--- src/rtl/core/mtt_pkg.sv ---
package mtt_pkg;

	localparam int unsigned TIMER_SLOTS_DEF = 16;
	localparam logic [15:0] MAX_WAIT_RST    = 16'd30000;

	// command kinds
	localparam logic [2:0] KIND_TICK   = 3'd0;
	localparam logic [2:0] KIND_ADD    = 3'd1;
	localparam logic [2:0] KIND_REMOVE = 3'd2;
	localparam logic [2:0] KIND_RESET  = 3'd3;
	localparam logic [2:0] KIND_CANCEL = 3'd4;

	// timer types
	localparam logic [1:0] TYPE_DEMAND = 2'd0;
	localparam logic [1:0] TYPE_ONCE   = 2'd1;
	localparam logic [1:0] TYPE_REPEAT = 2'd2;

	// status codes
	localparam logic [1:0] STAT_OK        = 2'd0;
	localparam logic [1:0] STAT_NOT_FOUND = 2'd1;
	localparam logic [1:0] STAT_FULL      = 2'd2;

	// result kinds
	localparam logic RES_STATUS = 1'b0;
	localparam logic RES_FIRE   = 1'b1;

	typedef struct packed {
		logic [2:0]  kind;
		logic [15:0] tmr_id;
		logic [1:0]  tmr_type;
		logic [30:0] tmo_ms;
		logic [31:0] user_tag;
		logic [15:0] elapsed_ms;
	} cmd_t;

	typedef struct packed {
		logic        result_kind;
		logic [15:0] result_id;
		logic [31:0] result_tag;
		logic [1:0]  status;
		logic [15:0] wait_ms;
		logic        last;
	} res_t;

	typedef struct packed {
		logic        used;
		logic        disarmed;
		logic [15:0] id;
		logic [1:0]  ttype;
		logic [30:0] timeout;
		logic [31:0] start;
		logic [31:0] tag;
	} slot_t;

	// per-slot findings of the head unit
	typedef struct packed {
		logic        claim;
		logic        fire;
		logic        live;
		logic [31:0] ahead;
	} head_info_t;

endpackage

--- src/rtl/core/multi_timer_table_unit.sv ---
// Timer table of TIMER_SLOTS slots kept in a ring of cells that rotates one slot per cycle past
// a single head unit, held only while a fire result waits for the result side. The first turn of
// the ring applies the command, counts the due timers and works out the wait to the nearest
// deadline; then the status result is sent, and only when some timer is due a second turn sends
// one fire result per due timer in ascending slot order. The command side is stalled while an
// item is in work. The max_wait_ms register is written through cfg_data and is taken in any
// cycle; write it only while the block is idle.
module multi_timer_table_unit
	import mtt_pkg::*;
#(
	parameter int unsigned TIMER_SLOTS = TIMER_SLOTS_DEF
) (
	input  logic        clk,
	input  logic        arst_n,
	input  logic        cmd_valid,
	output logic        cmd_stall,
	input  cmd_t        cmd,
	output logic        res_valid,
	input  logic        res_stall,
	output res_t        res,
	input  logic        cfg_valid,
	output logic        cfg_ready,
	input  logic [15:0] cfg_data
);

	localparam int unsigned IDX_W = (TIMER_SLOTS > 1) ? $clog2(TIMER_SLOTS) : 1;
	localparam int unsigned CNT_W = $clog2(TIMER_SLOTS + 1);

	typedef enum logic [1:0] {
		ST_IDLE,
		ST_CMD,
		ST_STAT,
		ST_FIRE
	} state_t;

	state_t           state_q;
	cmd_t             cmd_q;
	logic [31:0]      clock_q;
	logic [15:0]      id_ctr_q;
	logic [15:0]      max_wait_q;
	logic [15:0]      wait_q;
	logic             done_q;
	logic [IDX_W-1:0] pos_q;
	logic [CNT_W-1:0] fires_q;
	logic             res_valid_q;
	res_t             res_q;

	slot_t            ring [TIMER_SLOTS];
	slot_t            head_slot;
	head_info_t       info;
	logic             shift;
	logic             out_free;
	logic [15:0]      new_id;
	logic             pos_end;

	assign new_id   = id_ctr_q + 16'd1;
	assign out_free = !res_valid_q || !res_stall;
	assign pos_end  = (pos_q == IDX_W'(TIMER_SLOTS - 1));

	// ring rotates every cycle of a turn, held only when a fire waits for the output
	always_comb begin
		case (state_q)
			ST_CMD:  shift = 1'b1;
			ST_FIRE: shift = !info.fire || out_free;
			default: shift = 1'b0;
		endcase
	end

	// ring of slot cells, the head feeds the last cell
	for (genvar k = 0; k < TIMER_SLOTS; k++) begin : g_cell
		slot_t d;
		if (k == TIMER_SLOTS - 1) begin : g_tail
			assign d = head_slot;
		end else begin : g_mid
			assign d = ring[k+1];
		end
		mtt_cell u_cell (
			.clk    (clk),
			.arst_n (arst_n),
			.shift  (shift),
			.d      (d),
			.q      (ring[k])
		);
	end

	mtt_head u_head (
		.slot_i    (ring[0]),
		.cmd_phase (state_q == ST_CMD),
		.done      (done_q),
		.cmd       (cmd_q),
		.clock_ms  (clock_q),
		.new_id    (new_id),
		.slot_o    (head_slot),
		.info      (info)
	);

	// sequencer and result register
	always_ff @(posedge clk or negedge arst_n) begin
		if (!arst_n) begin
			state_q     <= ST_IDLE;
			clock_q     <= 32'd0;
			id_ctr_q    <= 16'd1;
			max_wait_q  <= MAX_WAIT_RST;
			wait_q      <= 16'd0;
			done_q      <= 1'b0;
			pos_q       <= '0;
			fires_q     <= '0;
			res_valid_q <= 1'b0;
			cmd_q       <= '0;
			res_q       <= '0;
		end else begin
			if (cfg_valid) begin
				max_wait_q <= cfg_data;
			end
			if (res_valid_q && !res_stall) begin
				res_valid_q <= 1'b0;
			end
			case (state_q)
				ST_IDLE: begin
					if (cmd_valid) begin
						cmd_q   <= cmd;
						wait_q  <= max_wait_q;
						done_q  <= 1'b0;
						fires_q <= '0;
						pos_q   <= '0;
						if (cmd.kind == KIND_TICK) begin
							clock_q <= clock_q + {16'd0, cmd.elapsed_ms};
						end
						state_q <= ST_CMD;
					end
				end
				ST_CMD: begin
					done_q <= done_q | info.claim;
					if (info.fire) begin
						fires_q <= fires_q + CNT_W'(1);
					end
					if (info.live && info.ahead < {16'd0, wait_q}) begin
						wait_q <= info.ahead[15:0];
					end
					if (pos_end) begin
						pos_q   <= '0;
						state_q <= ST_STAT;
					end else begin
						pos_q <= pos_q + IDX_W'(1);
					end
				end
				ST_STAT: begin
					if (out_free) begin
						res_valid_q       <= 1'b1;
						res_q.result_kind <= RES_STATUS;
						res_q.result_tag  <= 32'd0;
						res_q.wait_ms     <= wait_q;
						res_q.last        <= (fires_q == '0);
						res_q.result_id   <= 16'd0;
						res_q.status      <= STAT_OK;
						case (cmd_q.kind)
							KIND_ADD: begin
								if (done_q) begin
									res_q.result_id <= new_id;
									id_ctr_q        <= new_id;
								end else begin
									res_q.status <= STAT_FULL;
								end
							end
							KIND_REMOVE, KIND_RESET, KIND_CANCEL: begin
								if (!done_q) begin
									res_q.status <= STAT_NOT_FOUND;
								end
							end
							default: begin
								res_q.status <= STAT_OK;
							end
						endcase
						state_q <= (fires_q == '0) ? ST_IDLE : ST_FIRE;
					end
				end
				ST_FIRE: begin
					if (info.fire && out_free) begin
						res_valid_q       <= 1'b1;
						res_q.result_kind <= RES_FIRE;
						res_q.result_id   <= ring[0].id;
						res_q.result_tag  <= ring[0].tag;
						res_q.status      <= STAT_OK;
						res_q.wait_ms     <= 16'd0;
						res_q.last        <= (fires_q == CNT_W'(1));
						fires_q           <= fires_q - CNT_W'(1);
					end
					if (shift) begin
						if (pos_end) begin
							pos_q   <= '0;
							state_q <= ST_IDLE;
						end else begin
							pos_q <= pos_q + IDX_W'(1);
						end
					end
				end
				default: begin
					state_q <= ST_IDLE;
				end
			endcase
		end
	end

	assign cmd_stall = (state_q != ST_IDLE);
	assign cfg_ready = 1'b1;
	assign res_valid = res_valid_q;
	assign res       = res_q;

	// every due timer seen on the fire turn was counted on the command turn
	a_fire_counted: assert property (@(posedge clk) disable iff (!arst_n)
		(state_q == ST_FIRE && info.fire) |-> (fires_q != '0))
		else $error("fire without a pending count");

	// the ring is back in slot order whenever no item is in work
	a_ring_aligned: assert property (@(posedge clk) disable iff (!arst_n)
		(state_q == ST_IDLE) |-> (pos_q == '0))
		else $error("ring not aligned at idle");

	// the last step of the fire turn leaves no fire result pending
	a_fires_drained: assert property (@(posedge clk) disable iff (!arst_n)
		(state_q == ST_FIRE && shift && pos_end) |=> (fires_q == '0))
		else $error("fire results left over after the fire turn");

endmodule

--- src/rtl/core/mtt_cell.sv ---
module mtt_cell
	import mtt_pkg::*;
(
	input  logic  clk,
	input  logic  arst_n,
	input  logic  shift,
	input  slot_t d,
	output slot_t q
);

	slot_t slot_q;

	// slot contents move on with the ring, cleared on reset so the slot reads as free
	always_ff @(posedge clk or negedge arst_n) begin
		if (!arst_n) begin
			slot_q <= '0;
		end else if (shift) begin
			slot_q <= d;
		end
	end

	assign q = slot_q;

endmodule

--- src/rtl/core/mtt_head.sv ---
module mtt_head
	import mtt_pkg::*;
(
	input  slot_t       slot_i,
	input  logic        cmd_phase,
	input  logic        done,
	input  cmd_t        cmd,
	input  logic [31:0] clock_ms,
	input  logic [15:0] new_id,
	output slot_t       slot_o,
	output head_info_t  info
);

	slot_t       sc;
	slot_t       sf;
	logic [31:0] lag;
	logic        due;
	logic        claim;

	// apply the command to the first matching slot, or for an add to the first free slot
	always_comb begin
		sc = slot_i;
		claim = 1'b0;
		if (cmd_phase && !done) begin
			case (cmd.kind)
				KIND_ADD: begin
					if (!slot_i.used) begin
						sc.used     = 1'b1;
						sc.id       = new_id;
						sc.ttype    = cmd.tmr_type;
						sc.timeout  = cmd.tmo_ms;
						sc.start    = clock_ms;
						sc.tag      = cmd.user_tag;
						sc.disarmed = (cmd.tmr_type != TYPE_ONCE);
						claim       = 1'b1;
					end
				end
				KIND_REMOVE: begin
					if (slot_i.used && slot_i.id == cmd.tmr_id) begin
						sc.used = 1'b0;
						claim   = 1'b1;
					end
				end
				KIND_RESET: begin
					if (slot_i.used && slot_i.id == cmd.tmr_id) begin
						sc.timeout  = cmd.tmo_ms;
						sc.disarmed = 1'b0;
						sc.start    = clock_ms;
						claim       = 1'b1;
					end
				end
				KIND_CANCEL: begin
					if (slot_i.used && slot_i.id == cmd.tmr_id) begin
						sc.disarmed = 1'b1;
						claim       = 1'b1;
					end
				end
				default: begin
					sc = slot_i;
				end
			endcase
		end
	end

	// due check, modulo 2^32
	assign lag = clock_ms - sc.start - {1'b0, sc.timeout};
	assign due = sc.used && !sc.disarmed && !lag[31];

	// slot after firing
	always_comb begin
		sf = sc;
		if (due) begin
			if (sc.ttype == TYPE_ONCE) begin
				sf.used = 1'b0;
			end else begin
				sf.start = clock_ms;
				if (sc.ttype != TYPE_REPEAT) begin
					sf.disarmed = 1'b1;
				end
			end
		end
	end

	// a fired repeat is next due one timeout from now
	assign info.claim = claim;
	assign info.fire  = due;
	assign info.live  = sf.used && !sf.disarmed;
	assign info.ahead = due ? {1'b0, sc.timeout} : (32'd0 - lag);
	assign slot_o     = cmd_phase ? sc : sf;

endmodule
--- config.mk ---
export PLATFORM = sky130hd
export DESIGN_NAME = multi_timer_table_unit
export DESIGN_NICKNAME = d
export VERILOG_FILES = /design/src/rtl/core/mtt_pkg.sv /design/src/rtl/core/multi_timer_table_unit.sv /design/src/rtl/core/mtt_cell.sv /design/src/rtl/core/mtt_head.sv
export SDC_FILE = /design/constraint.sdc
export NUM_CORES = 2
export LEC_CHECK = 0
export ABC_AREA = 1
export BUFFER_PORTS_ARGS = -buffer_cell sky130_fd_sc_hd__buf_2
export CORE_MARGIN = 4
export CORE_UTILIZATION = 51
export CTS_CLUSTER_SIZE = 40
export DETAILED_ROUTE_END_ITERATION = 8
export GPL_ROUTABILITY_DRIVEN = 0
export PLACE_DENSITY = 0.66
export SLEW_MARGIN = 20
export SYNTH_ARGS = -nofsm -noshare
export SYNTH_HDL_FRONTEND = slang
export SYNTH_SLANG_ARGS = --single-unit
--- constraint.sdc ---
create_clock -name clk -period 6.67 [get_ports clk]
set_input_delay 1.6675 -clock clk [delete_from_list [all_inputs] [get_ports clk]]
set_output_delay 1.6675 -clock clk [all_outputs]
set_load 0.005 [all_outputs]
==> impl_metrics.tcl <==
set metrics [dict create \
    setup_viol 0 \
    n_fill_cell 15000 \
    crit_type "reg2reg" \
    die_y_um 422 \
    hp-class "reg2reg" \
    cts_root_buf "clkbuf_16" \
    relSlewSlack_pct 31.5 \
    avgSynthCellArea_sq_um 8.54 \
    syn_inst 10200 \
    numPortBuffers 190 \
    critical-path-top-delay-family "simple AND/OR/NAND/NOR gates" \
    first_global_vias 65300 \
    grt_max_degree 187 \
    rows 151 \
    io_pins 192 \
    drc 0 \
    drive_above_1_share_pct 8.76 \
    drt-initial-drc-count 5874 \
    finalWirelength_um 212000 \
    dr.pass1.iters 6 \
    outcome "completed" \
    die_area_sq_um 178000 \
    crit_path_frequent_cell "nand2_1" \
    endpoint_kind "flop" \
    period_share_pct 94.4 \
    ant_nets 0 \
    clockBufferDepth 3 \
    slowest_delay_ns 0.44 \
    path_buf_inv 11 \
    synth_warnings 0 \
    min_period_ns 6.30 \
    clock_latency_ns 0.83 \
    cts_max_level 4 \
    synthesis.area_sq_um 87300 \
    antenna_found_initial 5 \
    grtUsageTotal_pct 23.8 \
    ys_seq_area_share_pct 59.7 \
    ir_worst_vdd_uv 544 \
    pwr_density_cell_nw_per_um2 538 \
    clock_sinks 2085 \
    grt_pass1_wl_um 347000 \
    leakage_uw 0.0528 \
    cts_hold_buf 0 \
    vias 66100 \
    vias_per_cell 5.17 \
    hold_violations 0 \
    synth-edff-count 0 \
    design_area_sq_um 98700 \
    clock.fmax_ghz 0.159 \
    finalMaxSlewViolations 0 \
    clkSlewWorstSetupHoldPaths_ns 0.06 \
    start_util_pct 51.4 \
    whs_ns 0.439 \
    cp_max_fo 24 \
    postLayoutCoreUtil_pct 58.1 \
    crit_arrival_ns 7.00 \
    drv_cap 0 \
    async_flop_share_pct 100 \
    fin_worst_skew_ns 0.0566 \
    start_kind "flop" \
    core-area_sq_um 170000 \
    yosysUniqueCellTypes 55 \
    finish.net_count 10600 \
    die_w_um 422 \
    synthToLayoutAreaGrowth_pct 13.0 \
    cts_buffers 208 \
    cpMaxStageDelayCell "fa_1" \
    worst_slew_pin_slew_ns 1.03 \
    routedWlPerCell_um 16.5 \
    ys.flop_type "dfrtp_1" \
    synth.ff_latch_count 2085 \
    synth_nets 10500 \
    dpl_cell_area_sq_um 91500 \
    cts_tree "yes" \
    grt.overflow.total 0 \
    critical_path_required_ns 7.37 \
    dp_hpwl_um 140000 \
]
## tightest hold or removal path, stage by stage (launching register included)
cell     delay, ns
dfrtp_1       0.34
nand2_1       0.05
nand2_1       0.04
## Yosys cell counts (4+ instances only)
cell      count  area, sq um
inv_2        12         45.0
buf_1        14         52.6
buf_2       307         1540
clkinv_1      4         15.0
o21ai_1     135          676
o21bai_1      4         30.0
nand4_1      42          263
o211ai_1     80          601
a32o_1       20          200
xnor2_1      27          236
nor3_2        5         50.1
o32ai_1       7         61.3
o31ai_1      20          150
dfrtp_1    2077        52000
o21ai_0     581         2910
o22ai_1      30          188
nand3b_1      4         30.0
a31oi_1      10         62.6
nor2_2       13         81.3
nand3_1     122          611
nor2_1      218          818
a21oi_2       4         35.0
clkbuf_1    147          552
xor2_1       36          315
nand2_1    5306        19900
buf_4        62          465
nor4_1        4         25.0
a21oi_1     137          686
inv_1       588         2210
ha_1         70          876
nor3_1       31          155
fa_1         32          641
dfstp_2       8          210
nand2_2       8         50.1
a32oi_1      28          245
mux2_2        6         67.6
or2_2         4         25.0
## repair_timing
item | CTS | global route
buffers inserted | 0 | 6
pin swaps | 0 | 14
cloned | 0 | 1
gates resized for setup | 5 | 61
hold endpoints to repair | 0 | 0
endpoints found under the setup margin | 16 | 517
## final cells by class
type | count | area (sq um) | share of cell area (%)
inverter | 604 | 2290 | 2.32
clock inverter | 63 | 648 | 0.657
tap | 2218 | 2780 | 2.81
clock buffer | 310 | 6160 | 6.25
timing repair buffer | 486 | 4060 | 4.12
sequential | 2085 | 52200 | 52.9
multi-input combinational | 7012 | 30500 | 31.0
antenna | 5 | 12.5 | 0.0127
## worst paths after layout
kind / start / endpoint / slack, ns / cells past startpoint
worst max-delay path: cmd_q[85] / wait_q[10] / 0.37 / 44
max in group asynchronous: arst_n / g_cell[5].u_cell.q[13] / 4.20 / 2
worst min register to register: g_cell[13].u_cell.q[40] / g_cell[12].u_cell.q[40] / 0.44 / 2
min in group asynchronous: arst_n / g_cell[6].u_cell.q[36] / 0.82 / 1
worst min-delay path: g_cell[13].u_cell.q[40] / g_cell[12].u_cell.q[40] / 0.44 / 2
worst max register to register: cmd_q[85] / wait_q[10] / 0.37 / 44
## placed cells by master (no fill, tap or decap), types with 27 or more instances in the layout
cell type and instances:
a21oi_1 132, a32oi_1 28, buf_12 68, buf_2 189, buf_4 223, clkbuf_1 49
clkbuf_16 213, clkbuf_8 49, clkinv_2 38, dfrtp_1 2076, fa_1 31, ha_1 66
inv_1 585, nand2_1 5296, nand3_1 116, nand4_1 42, nor2_1 210, nor3_1 29
o211ai_1 80, o21ai_0 577, o21ai_1 139, o22ai_1 30, xnor2_1 27, xor2_1 35
## where the power goes
group          switching, uW  total [uW]  internal [uW]  leakage [uW]
logic                  14400       22200           7830        0.0212
clock network           4880       11600           6690       0.00337
registers               2510       19300          16800        0.0282
total                  21700       53100          31300        0.0528
## metal layers
metal / global-route usage [%] / wire (um) / part of all wire [%] / vias up
li1: - / - / - / 32000
met1: 32.8 / 92400 / 44 / 32100
met2: 37.7 / 98200 / 46 / 1492
met3: 3.23 / 9920 / 4.7 / 472
met4: 11.1 / 11000 / 5.2 / 0
met5: 0 / 0 / 0 / -
## state kept, by name, summed over array words and instances (netlist names)
register / flops
g_cell.u_cell.q: 1840
cmd_q: 84
res: 68
clock_q: 32
id_ctr_q: 16
max_wait_q: 16
wait_q: 16
fires_q: 5
pos_q: 4
state_q: 2
done_q: 1
res_valid: 1
## logic make-up (layout without fill, tap and decap cells)
family                   after synthesis  count (layout)  share of synthesized area, %
multiplexers                           6               6                        0.0773
other                                  1               6                       0.00429
AND/OR/NAND/NOR                     5765            5765                          25.3
adder cells (fa/ha/maj)              102             102                          1.74
flip-flops                          2085            2085                          59.7
AO/OA/AOI/OAI                       1072            1072                          6.84
buffers and inverters               1136            1463                          5.60
XOR/XNOR                              66              66                         0.688
## through the flow
stage | total power (uW) | worst slack [ns] | setup TNS [ns] | cells
after floorplan | 33000 | 0.0804 | 0 | 10200
after global placement | 40200 | -0.0381 | -0.420 | 12400
after detailed placement | 40600 | -0.0840 | -1.18 | 12400
after CTS | 52500 | 0.0226 | 0 | 12800
after global routing | 57000 | -0.0753 | -0.877 | 12800
final | 53100 | 0.373 | 0 | 12800
Note: power is estimated with default switching activity, not from simulation.
